==> config.mk <==
export PLATFORM = sky130hd
export DESIGN_NAME = rf_period_frequency_classifier
export DESIGN_NICKNAME = d
export VERILOG_FILES = /design/src/sv/rpfc_pkg.sv /design/src/sv/rpfc_front.sv /design/src/sv/rpfc_queue.sv /design/src/sv/rpfc_div.sv /design/src/sv/rpfc_back.sv /design/src/sv/rf_period_frequency_classifier.sv
export SDC_FILE = /design/constraint.sdc
export NUM_CORES = 2
export LEC_CHECK = 0
export ABC_AREA = 1
export BUFFER_PORTS_ARGS = -buffer_cell sky130_fd_sc_hd__buf_4
export CAP_MARGIN = 10
export CORE_MARGIN = 8
export CORE_UTILIZATION = 48
export CTS_BUF_LIST = sky130_fd_sc_hd__clkbuf_4 sky130_fd_sc_hd__clkbuf_8 sky130_fd_sc_hd__clkbuf_16
export CTS_CLUSTER_SIZE = 14
export DETAILED_ROUTE_END_ITERATION = 12
export PLACE_DENSITY_LB_ADDON = 0.15
export SYNTH_ARGS = -nofsm -noshare
export SYNTH_HDL_FRONTEND = slang
export SYNTH_SLANG_ARGS = --single-unit
==> constraint.sdc <==
create_clock -name clk -period 7.15 [get_ports clk]
set_input_delay 0.3575 -clock clk [delete_from_list [all_inputs] [get_ports clk]]
set_output_delay 0.3575 -clock clk [all_outputs]
set_load 0.02 [all_outputs]
==> src/sv/rpfc_pkg.sv <==
// shared types and constants of the rf period/frequency classifier
package rpfc_pkg;

    localparam int STAMP_BITS   = 16;
    localparam int IN_TDATA_W   = ((STAMP_BITS + 7) / 8) * 8;
    localparam int PERIOD_W     = 8;
    localparam int CNT_W        = 6;
    localparam int MHZ_W        = 11;
    localparam int HUN_W        = 7;
    localparam int CLS_W        = 2;
    localparam int OUT_FIELDS_W = MHZ_W + HUN_W + CLS_W;
    localparam int OUT_TDATA_W  = ((OUT_FIELDS_W + 7) / 8) * 8;

    // request kinds
    localparam logic [1:0] REQ_START   = 2'd0;
    localparam logic [1:0] REQ_EDGE    = 2'd1;
    localparam logic [1:0] REQ_TIMEOUT = 2'd2;

    // modulation classes
    localparam logic [CLS_W-1:0] CLS_UNKNOWN = 2'd0;
    localparam logic [CLS_W-1:0] CLS_FSK     = 2'd1;
    localparam logic [CLS_W-1:0] CLS_ASK     = 2'd2;

    // register indexes
    localparam logic [1:0] CFG_MIN_PERIOD = 2'd0;
    localparam logic [1:0] CFG_MAX_PERIOD = 2'd1;
    localparam logic [1:0] CFG_SCAN_LIMIT = 2'd2;

    localparam logic [PERIOD_W-1:0] MIN_PERIOD_RST = 8'd13;
    localparam logic [PERIOD_W-1:0] MAX_PERIOD_RST = 8'd46;
    localparam logic [CNT_W-1:0]    SCAN_LIMIT_RST = 6'd32;
    localparam logic [CNT_W-1:0]    CNT_MAX        = 6'd63;

    // divider: dividend and divisor widths
    localparam int DIV_N     = 28;
    localparam int DIV_D     = PERIOD_W;
    localparam int DIV_CNT_W = $clog2(DIV_N + 1);

    // 108e6 / base, then *128 / 1e6 = 2q / 15625, remainder*64/1000 = r*8/125
    localparam int MQ_W   = 14;
    localparam int KILO_W = 10;
    localparam logic [DIV_N-1:0]  REF_HZ    = 28'd108000000;
    localparam logic [MQ_W-1:0]   MHZ_DIV   = 14'd15625;
    localparam logic [KILO_W-1:0] HUN_BIAS  = 10'd5;
    localparam logic [MQ_W-1:0]   MHZ_LIMIT = 14'd2047;

    // floor division by a constant: multiply by the rounded-up reciprocal, shift
    localparam int RECIP_MHZ_W  = 29;
    localparam int RECIP_MHZ_SH = 42;
    localparam int PROD1_W      = DIV_N + RECIP_MHZ_W;
    localparam logic [RECIP_MHZ_W-1:0] RECIP_MHZ = 29'd281474977;

    // 8r / 125 folded into one shift: r * ceil(2^24 / 125) >> 21
    localparam int RECIP_KILO_W  = 18;
    localparam int RECIP_KILO_SH = 21;
    localparam int PROD2_W       = MQ_W + RECIP_KILO_W;
    localparam logic [RECIP_KILO_W-1:0] RECIP_KILO = 18'd134218;

    localparam int RECIP_HUN_W  = 8;
    localparam int RECIP_HUN_SH = 11;
    localparam int PROD3_W      = KILO_W + RECIP_HUN_W;
    localparam logic [RECIP_HUN_W-1:0] RECIP_HUN = 8'd205;

    localparam int Q_DEPTH = 2;
    localparam int Q_PTR_W = $clog2(Q_DEPTH);
    localparam int Q_CNT_W = $clog2(Q_DEPTH + 1);

    // one finished run handed to the back end
    typedef struct packed {
        logic                ok;
        logic [PERIOD_W-1:0] base;
        logic [CLS_W-1:0]    cls;
    } job_t;

endpackage

==> src/sv/rpfc_front.sv <==
// request decoder: run state, interval checks and classification
module rpfc_front (
    input  logic                           clk,
    input  logic                           rst_n,
    input  logic                           cfg_we,
    input  logic [1:0]                     cfg_index,
    input  logic [rpfc_pkg::PERIOD_W-1:0]  cfg_data,
    input  logic                           in_valid,
    output logic                           in_ready,
    input  logic [1:0]                     in_req,
    input  logic [rpfc_pkg::STAMP_BITS-1:0] in_stamp,
    input  logic                           q_full,
    output logic                           push,
    output rpfc_pkg::job_t                 job
);
    import rpfc_pkg::*;

    localparam int W2 = STAMP_BITS + 2;

    logic [PERIOD_W-1:0]   min_period_reg;
    logic [PERIOD_W-1:0]   max_period_reg;
    logic [CNT_W-1:0]      scan_limit_reg;

    logic [STAMP_BITS-1:0] prev_stamp_reg, prev_stamp_next;
    logic [CNT_W-1:0]      edge_count_reg, edge_count_next;
    logic [STAMP_BITS-1:0] base_reg, base_next;
    logic [CLS_W-1:0]      class_held_reg, class_held_next;
    logic                  active_reg, active_next;

    logic                  accept;
    logic [STAMP_BITS-1:0] iv;
    logic [CNT_W-1:0]      cnt_inc;
    logic [STAMP_BITS-1:0] base_edge;
    logic [W2-1:0]         iv_w, c2, c3;
    logic                  near2, near3;
    logic                  fin;
    logic [CLS_W-1:0]      fin_cls;
    logic [STAMP_BITS-1:0] fin_base;

    assign in_ready  = !q_full;
    assign accept    = in_valid && !q_full;
    assign iv        = in_stamp - prev_stamp_reg;
    assign cnt_inc   = (edge_count_reg == CNT_MAX) ? edge_count_reg : edge_count_reg + 1'b1;
    assign base_edge = (cnt_inc == CNT_W'(2)) ? iv : base_reg;

    // "about n times": n*base - 1 <= iv <= n*base + 1, no wrap
    assign iv_w  = W2'(iv);
    assign c2    = W2'(base_reg) << 1;
    assign c3    = (W2'(base_edge) << 1) + W2'(base_edge);
    assign near2 = (iv_w + W2'(1) >= c2) && (iv_w <= c2 + W2'(1));
    assign near3 = (iv_w + W2'(1) >= c3) && (iv_w <= c3 + W2'(1));

    always_comb
    begin
        prev_stamp_next = prev_stamp_reg;
        edge_count_next = edge_count_reg;
        base_next       = base_reg;
        class_held_next = class_held_reg;
        active_next     = active_reg;
        fin             = 1'b0;
        fin_cls         = class_held_reg;
        fin_base        = base_reg;
        if (accept)
        begin
            case (in_req)
                REQ_START:
                begin
                    active_next     = 1'b1;
                    edge_count_next = '0;
                    base_next       = '0;
                end
                REQ_TIMEOUT:
                begin
                    fin = active_reg;
                end
                REQ_EDGE:
                begin
                    if (active_reg)
                    begin
                        prev_stamp_next = in_stamp;
                        edge_count_next = cnt_inc;
                        fin_base        = base_edge;
                        if (cnt_inc == CNT_W'(1))
                        begin
                            edge_count_next = cnt_inc;
                        end
                        else if (cnt_inc == CNT_W'(2) &&
                                 base_edge > STAMP_BITS'(max_period_reg))
                        begin
                            edge_count_next = '0;
                            base_next       = base_edge;
                        end
                        else if (cnt_inc == CNT_W'(3))
                        begin
                            if (near2)
                                edge_count_next = '0;
                        end
                        else if (near3)
                        begin
                            fin     = 1'b1;
                            fin_cls = CLS_ASK;
                        end
                        else if (cnt_inc >= scan_limit_reg)
                        begin
                            fin     = 1'b1;
                            fin_cls = CLS_FSK;
                        end
                        else
                        begin
                            base_next = base_edge;
                        end
                    end
                end
                default:
                begin
                end
            endcase
            if (fin)
            begin
                class_held_next = fin_cls;
                active_next     = 1'b0;
                edge_count_next = '0;
                base_next       = '0;
            end
        end
    end

    assign push     = fin;
    assign job.ok   = (fin_base != '0) &&
                      (fin_base >= STAMP_BITS'(min_period_reg)) &&
                      (fin_base <= STAMP_BITS'(max_period_reg));
    assign job.base = fin_base[PERIOD_W-1:0];
    assign job.cls  = fin_cls;

    always_ff @(posedge clk or negedge rst_n)
    begin
        if (!rst_n)
        begin
            min_period_reg <= MIN_PERIOD_RST;
            max_period_reg <= MAX_PERIOD_RST;
            scan_limit_reg <= SCAN_LIMIT_RST;
            prev_stamp_reg <= '0;
            edge_count_reg <= '0;
            base_reg       <= '0;
            class_held_reg <= CLS_UNKNOWN;
            active_reg     <= 1'b0;
        end
        else
        begin
            if (cfg_we)
            begin
                case (cfg_index)
                    CFG_MIN_PERIOD: min_period_reg <= cfg_data;
                    CFG_MAX_PERIOD: max_period_reg <= cfg_data;
                    CFG_SCAN_LIMIT: scan_limit_reg <= cfg_data[CNT_W-1:0];
                    default:        ;
                endcase
            end
            prev_stamp_reg <= prev_stamp_next;
            edge_count_reg <= edge_count_next;
            base_reg       <= base_next;
            class_held_reg <= class_held_next;
            active_reg     <= active_next;
        end
    end

endmodule

==> src/sv/rpfc_queue.sv <==
// two-entry queue of finished runs between front and back end
module rpfc_queue (
    input  logic           clk,
    input  logic           rst_n,
    input  logic           push,
    input  rpfc_pkg::job_t wdata,
    output logic           full,
    input  logic           pop,
    output logic           not_empty,
    output rpfc_pkg::job_t rdata
);
    import rpfc_pkg::*;

    job_t               mem [Q_DEPTH];
    logic [Q_PTR_W-1:0] wr_ptr_reg, wr_ptr_next;
    logic [Q_PTR_W-1:0] rd_ptr_reg, rd_ptr_next;
    logic [Q_CNT_W-1:0] count_reg, count_next;

    assign full      = (count_reg == Q_CNT_W'(Q_DEPTH));
    assign not_empty = (count_reg != '0);
    assign rdata     = mem[rd_ptr_reg];

    always_comb
    begin
        wr_ptr_next = wr_ptr_reg;
        rd_ptr_next = rd_ptr_reg;
        count_next  = count_reg;
        if (push)
            wr_ptr_next = (wr_ptr_reg == Q_PTR_W'(Q_DEPTH - 1)) ? '0 : wr_ptr_reg + 1'b1;
        if (pop)
            rd_ptr_next = (rd_ptr_reg == Q_PTR_W'(Q_DEPTH - 1)) ? '0 : rd_ptr_reg + 1'b1;
        if (push && !pop)
            count_next = count_reg + 1'b1;
        else if (pop && !push)
            count_next = count_reg - 1'b1;
    end

    always_ff @(posedge clk)
    begin
        if (push)
            mem[wr_ptr_reg] <= wdata;
    end

    always_ff @(posedge clk or negedge rst_n)
    begin
        if (!rst_n)
        begin
            wr_ptr_reg <= '0;
            rd_ptr_reg <= '0;
            count_reg  <= '0;
        end
        else
        begin
            wr_ptr_reg <= wr_ptr_next;
            rd_ptr_reg <= rd_ptr_next;
            count_reg  <= count_next;
        end
    end

endmodule

==> src/sv/rpfc_div.sv <==
// restoring divider, one quotient bit per cycle
module rpfc_div (
    input  logic                        clk,
    input  logic                        rst_n,
    input  logic                        start,
    input  logic [rpfc_pkg::DIV_N-1:0]  dividend,
    input  logic [rpfc_pkg::DIV_D-1:0]  divisor,
    output logic                        done,
    output logic [rpfc_pkg::DIV_N-1:0]  quot
);
    import rpfc_pkg::*;

    logic [DIV_N-1:0]     dvd_reg;
    logic [DIV_D-1:0]     dsr_reg;
    logic [DIV_D-1:0]     rem_reg;
    logic [DIV_CNT_W-1:0] cnt_reg;
    logic                 done_reg;

    logic [DIV_D:0]       trial;
    logic                 ge;
    logic [DIV_D:0]       diff;

    assign trial = {rem_reg, dvd_reg[DIV_N-1]};
    assign ge    = trial >= {1'b0, dsr_reg};
    assign diff  = trial - {1'b0, dsr_reg};

    assign done = done_reg;
    assign quot = dvd_reg;

    always_ff @(posedge clk)
    begin
        if (start)
        begin
            dvd_reg <= dividend;
            dsr_reg <= divisor;
            rem_reg <= '0;
        end
        else if (cnt_reg != '0)
        begin
            dvd_reg <= {dvd_reg[DIV_N-2:0], ge};
            rem_reg <= ge ? diff[DIV_D-1:0] : trial[DIV_D-1:0];
        end
    end

    always_ff @(posedge clk or negedge rst_n)
    begin
        if (!rst_n)
        begin
            cnt_reg  <= '0;
            done_reg <= 1'b0;
        end
        else
        begin
            done_reg <= !start && (cnt_reg == DIV_CNT_W'(1));
            if (start)
                cnt_reg <= DIV_CNT_W'(DIV_N);
            else if (cnt_reg != '0)
                cnt_reg <= cnt_reg - 1'b1;
        end
    end

endmodule

==> src/sv/rpfc_back.sv <==
// frequency sequencer: one divider pass and reciprocal multiplies for a valid base, output register
module rpfc_back (
    input  logic                          clk,
    input  logic                          rst_n,
    input  logic                          q_valid,
    input  rpfc_pkg::job_t                q_job,
    output logic                          q_pop,
    output logic                          out_valid,
    input  logic                          out_ready,
    output logic                          out_ok,
    output logic [rpfc_pkg::MHZ_W-1:0]    out_mhz,
    output logic [rpfc_pkg::HUN_W-1:0]    out_hun,
    output logic [rpfc_pkg::CLS_W-1:0]    out_cls
);
    import rpfc_pkg::*;

    typedef enum logic [6:0] {
        ST_IDLE = 7'b0000001,
        ST_QUOT = 7'b0000010,
        ST_MHZ  = 7'b0000100,
        ST_REM  = 7'b0001000,
        ST_KILO = 7'b0010000,
        ST_HUN  = 7'b0100000,
        ST_OUT  = 7'b1000000
    } state_t;

    state_t             state_reg, state_next;
    logic               ok_reg, ok_next;
    logic [CLS_W-1:0]   cls_reg, cls_next;
    logic [MHZ_W-1:0]   mhz_reg, mhz_next;
    logic [HUN_W-1:0]   hun_reg, hun_next;
    logic               div_start_reg, div_start_next;
    logic [DIV_D-1:0]   div_dsr_reg, div_dsr_next;
    logic [DIV_N-1:0]   twoq_reg, twoq_next;
    logic [MQ_W-1:0]    mq_reg, mq_next;
    logic [MQ_W-1:0]    frac_reg, frac_next;
    logic [KILO_W-1:0]  kilo_reg, kilo_next;
    logic               out_valid_reg, out_valid_next;
    logic               out_ok_reg;
    logic [MHZ_W-1:0]   out_mhz_reg;
    logic [HUN_W-1:0]   out_hun_reg;
    logic [CLS_W-1:0]   out_cls_reg;
    logic               load_out;

    logic               div_done;
    logic [DIV_N-1:0]   div_quot;

    logic [PROD1_W-1:0] mq_prod;
    logic [DIV_N-1:0]   frac_full;
    logic [PROD2_W-1:0] kilo_prod;
    logic [KILO_W-1:0]  kilo_bias;
    logic [PROD3_W-1:0] hun_prod;

    rpfc_div u_div (
        .clk      (clk),
        .rst_n    (rst_n),
        .start    (div_start_reg),
        .dividend (REF_HZ),
        .divisor  (div_dsr_reg),
        .done     (div_done),
        .quot     (div_quot)
    );

    // one registered step per cycle: 2q / 15625, its remainder r, 8r / 125, (k + 5) / 10
    assign mq_prod   = PROD1_W'(twoq_reg) * PROD1_W'(RECIP_MHZ);
    assign frac_full = twoq_reg - DIV_N'(mq_reg) * DIV_N'(MHZ_DIV);
    assign kilo_prod = PROD2_W'(frac_reg) * PROD2_W'(RECIP_KILO);
    assign kilo_bias = kilo_reg + HUN_BIAS;
    assign hun_prod  = PROD3_W'(kilo_bias) * PROD3_W'(RECIP_HUN);

    always_comb
    begin
        state_next     = state_reg;
        ok_next        = ok_reg;
        cls_next       = cls_reg;
        mhz_next       = mhz_reg;
        hun_next       = hun_reg;
        div_start_next = 1'b0;
        div_dsr_next   = div_dsr_reg;
        twoq_next      = twoq_reg;
        mq_next        = mq_reg;
        frac_next      = frac_reg;
        kilo_next      = kilo_reg;
        q_pop          = 1'b0;
        load_out       = 1'b0;
        case (state_reg)
            ST_IDLE:
            begin
                if (q_valid)
                begin
                    q_pop    = 1'b1;
                    ok_next  = q_job.ok;
                    cls_next = q_job.cls;
                    if (q_job.ok)
                    begin
                        div_start_next = 1'b1;
                        div_dsr_next   = DIV_D'(q_job.base);
                        state_next     = ST_QUOT;
                    end
                    else
                    begin
                        mhz_next   = '0;
                        hun_next   = '0;
                        state_next = ST_OUT;
                    end
                end
            end
            ST_QUOT:
            begin
                // f = q*128; f/1e6 = 2q/15625
                if (div_done)
                begin
                    twoq_next  = {div_quot[DIV_N-2:0], 1'b0};
                    state_next = ST_MHZ;
                end
            end
            ST_MHZ:
            begin
                mq_next    = mq_prod[RECIP_MHZ_SH +: MQ_W];
                state_next = ST_REM;
            end
            ST_REM:
            begin
                // thousandths k = r*64/1000 = r*8/125
                mhz_next   = (mq_reg > MHZ_LIMIT) ? MHZ_LIMIT[MHZ_W-1:0]
                                                  : mq_reg[MHZ_W-1:0];
                frac_next  = frac_full[MQ_W-1:0];
                state_next = ST_KILO;
            end
            ST_KILO:
            begin
                kilo_next  = kilo_prod[RECIP_KILO_SH +: KILO_W];
                state_next = ST_HUN;
            end
            ST_HUN:
            begin
                // round half up: (k + 5) / 10
                hun_next   = hun_prod[RECIP_HUN_SH +: HUN_W];
                state_next = ST_OUT;
            end
            ST_OUT:
            begin
                if (!out_valid_reg || out_ready)
                begin
                    load_out   = 1'b1;
                    state_next = ST_IDLE;
                end
            end
            default:
            begin
                state_next = ST_IDLE;
            end
        endcase
    end

    always_comb
    begin
        out_valid_next = out_valid_reg;
        if (out_valid_reg && out_ready)
            out_valid_next = 1'b0;
        if (load_out)
            out_valid_next = 1'b1;
    end

    always_ff @(posedge clk)
    begin
        ok_reg       <= ok_next;
        cls_reg      <= cls_next;
        mhz_reg      <= mhz_next;
        hun_reg      <= hun_next;
        div_dsr_reg  <= div_dsr_next;
        twoq_reg     <= twoq_next;
        mq_reg       <= mq_next;
        frac_reg     <= frac_next;
        kilo_reg     <= kilo_next;
        if (load_out)
        begin
            out_ok_reg  <= ok_reg;
            out_mhz_reg <= mhz_reg;
            out_hun_reg <= hun_reg;
            out_cls_reg <= cls_reg;
        end
    end

    always_ff @(posedge clk or negedge rst_n)
    begin
        if (!rst_n)
        begin
            state_reg     <= ST_IDLE;
            div_start_reg <= 1'b0;
            out_valid_reg <= 1'b0;
        end
        else
        begin
            state_reg     <= state_next;
            div_start_reg <= div_start_next;
            out_valid_reg <= out_valid_next;
        end
    end

    assign out_valid = out_valid_reg;
    assign out_ok    = out_ok_reg;
    assign out_mhz   = out_mhz_reg;
    assign out_hun   = out_hun_reg;
    assign out_cls   = out_cls_reg;

    // an invalid base reports zero frequency
    a_invalid_zero: assert property (@(posedge clk) disable iff (!rst_n)
        (out_valid_reg && !out_ok_reg) |-> (out_mhz_reg == '0 && out_hun_reg == '0))
        else $error("invalid result carries a nonzero frequency");

    // rounded hundredths never exceed one whole MHz
    a_hun_range: assert property (@(posedge clk) disable iff (!rst_n)
        out_valid_reg |-> (out_hun_reg <= HUN_W'(100)))
        else $error("hundredths out of range");

    // divider completes only while the sequencer waits on it
    a_div_owner: assert property (@(posedge clk) disable iff (!rst_n)
        div_done |-> (state_reg == ST_QUOT))
        else $error("divider finished outside a division pass");

    // the divider does not report done right after a start
    a_one_pass: assert property (@(posedge clk) disable iff (!rst_n)
        div_start_reg |=> !div_done)
        else $error("divider done right after start");

endmodule

==> src/sv/rf_period_frequency_classifier.sv <==
// top level of the rf period/frequency classifier
//
// input stream (s_axis): one request per transaction; tuser carries the request
// kind (start, capture edge, timeout), tdata the 16-bit timer stamp of a capture.
// the front end decodes a request in the cycle it is accepted, so requests are
// taken one per cycle while the result queue has room.
// a run that ends (ask, fsk or timeout) places one job in a two-entry queue.
// output stream (m_axis): one transaction per finished run; tuser is the
// frequency-valid flag, tdata holds mhz, hundredths and modulation class.
// a run with a valid base passes the queue, a divider pass for 108e6 / base, the
// reciprocal multiplies (mhz, remainder, thousandths, rounded hundredths) and the
// output register before m_axis_tvalid rises. an out-of-range base skips the
// divider and the multiplies; the back end takes a new run from the queue only
// once the last one has been loaded into the output register.
// configuration (cfg_we, cfg_index, cfg_data) must be written by the user while no run
// result is pending; the block does not enforce it. index 0 min period, 1 max period, 2 scan limit.
// reset clears the run state, the class, the queue and the output valid flag and
// loads the default limits 13, 46 and 32.
// when m_axis_tready is low the result holds; the queue then takes two more
// finished runs before s_axis_tready drops.
module rf_period_frequency_classifier (
    input  logic                             clk,
    input  logic                             rst_n,
    input  logic                             s_axis_tvalid,
    output logic                             s_axis_tready,
    input  logic [rpfc_pkg::IN_TDATA_W-1:0]  s_axis_tdata,   // stamp
    input  logic [1:0]                       s_axis_tuser,   // req_type
    output logic                             m_axis_tvalid,
    input  logic                             m_axis_tready,
    output logic [rpfc_pkg::OUT_TDATA_W-1:0] m_axis_tdata,   // mhz, hundredths, mod_class
    output logic                             m_axis_tuser,   // freq_valid
    input  logic                             cfg_we,
    input  logic [1:0]                       cfg_index,
    input  logic [rpfc_pkg::PERIOD_W-1:0]    cfg_data
);
    import rpfc_pkg::*;

    logic             q_full;
    logic             q_push;
    job_t             q_wdata;
    logic             q_pop;
    logic             q_not_empty;
    job_t             q_rdata;
    logic [MHZ_W-1:0] out_mhz;
    logic [HUN_W-1:0] out_hun;
    logic [CLS_W-1:0] out_cls;

    rpfc_front u_front (
        .clk       (clk),
        .rst_n     (rst_n),
        .cfg_we    (cfg_we),
        .cfg_index (cfg_index),
        .cfg_data  (cfg_data),
        .in_valid  (s_axis_tvalid),
        .in_ready  (s_axis_tready),
        .in_req    (s_axis_tuser),
        .in_stamp  (s_axis_tdata[STAMP_BITS-1:0]),
        .q_full    (q_full),
        .push      (q_push),
        .job       (q_wdata)
    );

    rpfc_queue u_queue (
        .clk       (clk),
        .rst_n     (rst_n),
        .push      (q_push),
        .wdata     (q_wdata),
        .full      (q_full),
        .pop       (q_pop),
        .not_empty (q_not_empty),
        .rdata     (q_rdata)
    );

    rpfc_back u_back (
        .clk       (clk),
        .rst_n     (rst_n),
        .q_valid   (q_not_empty),
        .q_job     (q_rdata),
        .q_pop     (q_pop),
        .out_valid (m_axis_tvalid),
        .out_ready (m_axis_tready),
        .out_ok    (m_axis_tuser),
        .out_mhz   (out_mhz),
        .out_hun   (out_hun),
        .out_cls   (out_cls)
    );

    assign m_axis_tdata = OUT_TDATA_W'({out_cls, out_hun, out_mhz});

endmodule
==> results.toml <==
[critical_path]
ff2ff_path_depth = 21
worst_setup_path_start_kind = "flip-flop"
regToRegSetupSlack_ns = 0.37
worst_r2r_endpoint = "u_back.mq_reg[13]$_DFFE_PP_"
r2r-start = "u_back.twoq_reg[19]$_DFFE_PP_"
required_ns = 7.49
crit_fanout = 7
critPathKind = "flip-flop to flip-flop"
endpoint_kind = "flip-flop"
crit_end = "u_back.mq_reg[13]$_DFFE_PP_"
worstPathArrival_ns = 7.12
cp-startpoint = "u_back.twoq_reg[19]$_DFFE_PP_"

[clock_tree]
cts_root_buf = "clkbuf_16"
cts_tree = "yes"
numCtsBuffers = 31
htreeDepth = 1
clk_pin_slew_ns = 0.06
cts.sinks = 263
clk_latency_ns = 0.60
clock_path_buffers = 3

[floorplan]
core_mm2 = 0.0656
std_cell_rows = 94
die_height_um = 273
die-width_um = 273
start_util_pct = 48.3
ioPinCount = 60
dieArea_mm2 = 0.0746

[finish]
nNetsFinal = 4604
drive_gt1_share_pct = 6.58
stdcell_area_mm2 = 0.0348
final_util_pct = 53.1
n_antenna_cell = 0
instances_no_fill = 4524
fillers = 6189
largest_reg_flops = 28
syn_to_final_growth_pct = 9.82

[placement]
place_area_mm2 = 0.0334
gp_congestion = 0.951
pre_cts_ws_ns = 0.192
dp_hpwl_mm = 65.1
port_buffers = 55
dp_cells = 4438

[sta]
final_min_period_over_clock_period_pct = 94.8
slew_headroom_pct = 22.4
tightest_slew_ns = 1.16
rsz0062_at_grt = "true"
drv_slew = 0
fin_worst_skew_ns = 0.0237
layout_min_cycle_time_ns = 6.78
max_clock_freq_mhz = 148
final-hold-violation-count = 0
setup_viol = 0
timing.final.ws_setup_ns = 0.371

[routing]
avgViaCountPerCell = 5.00
routed_wl_mm = 75.1
drt_iter0_drc = 977
vias = 22600
dr.pass1.iters = 5
drcViolationCount = 0
postRouteAntennaNets = 0
routedWlPerCell_um = 16.6

[logic_synthesis]
synth_cell_types = 60
avgSynthCellArea_um2 = 9.05
netlist_area_mm2 = 0.0317
ys_seq_area_share_pct = 22.5
ys_ff_latch = 263
netlist_instances = 3507
synth-edff-count = 145
ys.warnings.count = 0
ys_async_sr_fraction_pct = 31.2
ys.flop_type = "edfxtp_1"

[min_path]
holdCritPathClass = "input port to flip-flop"

[grt]
grt_max_degree = 67
antenna_found_initial = 0
grt_util_all_layers_pct = 20.4
grt-ovfl-total = 0
grt_pass1_vias = 23100
grt_pass1_wl_mm = 123

[outcome]
status = "complete, no violations"

[job]
maxCapViolCount = 0
-- cells by family after synthesis --
logic type | Yosys count | share of synthesized area (%)
buffers and inverters | 844 | 10.1
DFF | 263 | 22.5
xor gates and xnor gates | 99 | 2.73
AOI/OAI and AO/OA | 420 | 7.41
other | 1 | 0.0118
adders and majority gates | 936 | 44.5
and+or+nand+nor | 944 | 12.8
-- cells in the mapped netlist (5+ instances only) --
cell type / count / area share (%)
inv_1: 799 / 9.5
ha_1: 617 / 24
nand2_1: 529 / 6.3
fa_1: 319 / 20
nor2_1: 180 / 2.1
a21oi_1: 166 / 2.6
o21ai_0: 156 / 2.5
edfxtp_1: 145 / 14
nand3_1: 113 / 1.8
dfrtp_1: 73 / 5.8
xor2_1: 61 / 1.7
nand4_1: 48 / 0.95
xnor2_1: 38 / 1.0
dfxtp_1: 36 / 2.3
clkbuf_1: 27 / 0.32
o211ai_1: 14 / 0.33
nand2_2: 13 / 0.26
nor4_1: 13 / 0.26
or2_2: 13 / 0.26
nor3_1: 12 / 0.19
a31oi_1: 11 / 0.22
a211oi_1: 9 / 0.21
dfstp_2: 9 / 0.75
o21a_1: 9 / 0.21
o21bai_1: 9 / 0.21
o21ai_1: 7 / 0.11
o221ai_1: 7 / 0.19
nor2_2: 6 / 0.12
buf_4: 5 / 0.12
o31ai_1: 5 / 0.12
-- final cells by class --
| type | instances | area [um2] | share of cell area (%) |
|---|---|---|---|
| Multi-Input combinational cell | 2403 | 21500 | 61.6 |
| Sequential cell | 263 | 7140 | 20.5 |
| Inverter | 807 | 3030 | 8.69 |
| Tap cell | 864 | 1080 | 3.10 |
| Timing Repair Buffer | 129 | 1010 | 2.91 |
| Clock buffer | 38 | 828 | 2.38 |
| Clock inverter | 20 | 290 | 0.833 |
-- cells in the final DEF (no fill, tap or decap), types with 48 or more instances in the layout --
master | synthesis | layout
fa_1 | 319 | 319
a21oi_1 | 166 | 166
xor2_1 | 61 | 60
o21ai_0 | 156 | 149
buf_4 | 5 | 110
nand2_1 | 529 | 529
nor2_1 | 180 | 177
nand4_1 | 48 | 48
edfxtp_1 | 145 | 145
inv_1 | 799 | 799
ha_1 | 617 | 616
dfrtp_1 | 73 | 73
nand3_1 | 113 | 113
-- repair_timing --
action | in CTS | in global routing
resized for setup | 0 | 16
buffers inserted | 0 | 10
endpoints found under the hold margin | 32 | 0
setup endpoints to repair | 0 | 46
hold buffers | 17 | 0
-- stage by stage --
step | hold slack [ns] | TNS [ns]
global route | 0.0629 | -0.114
detailed placement | 0.245 | 0
finish | 0.0551 | 0
global placement | 0.245 | 0
CTS | 0.0172 | 0
floorplan | 0.0619 | 0
-- per-layer routing --
metal | up-vias | wire length, um | track usage (%)
met2 | 371 | 36800 | 36.0
met5 | - | 0 | 0
met3 | 130 | 2830 | 2.33
met1 | 10600 | 32700 | 25.8
met4 | 0 | 2780 | 6.70
li1 | 11500 | - | -
-- worst min-delay path by stage --
stage                            from                                      to  slack, ns  depth (start not counted)
after floorplan                 rst_n          u_back.div_start_reg$_DFF_PN0_       0.06                          0
after global placement          rst_n  u_front.prev_stamp_reg[14]$_DFFE_PN0P_       0.25                          1
after detailed placement        rst_n  u_front.prev_stamp_reg[14]$_DFFE_PN0P_       0.24                          1
after CTS                 cfg_data[2]   u_front.max_period_reg[2]$_DFFE_PN1P_       0.02                          3
after global routing      cfg_data[1]   u_front.max_period_reg[1]$_DFFE_PN1P_       0.06                          3
final                     cfg_data[2]   u_front.max_period_reg[2]$_DFFE_PN1P_       0.06                          3
-- worst max-delay path: stages (launching register included) --
cell      delay (ns)
edfxtp_1        0.65
fa_1            0.75
fa_1            0.47
fa_1            0.51
inv_1           0.06
fa_1            0.51
fa_1            0.56
inv_1           0.06
fa_1            0.50
fa_1            0.49
ha_1            0.33
nand2_1         0.08
nor2_1          0.18
nand4_1         0.10
a21oi_1         0.20
nor2_1          0.09
o31ai_2         0.34
nand2_1         0.09
o211ai_1        0.14
a21oi_1         0.15
o21ai_0         0.21
xor2_1          0.08
Power is not shown: default switching activity piles up to over one toggle a cycle in this logic, so the estimate is an artifact.
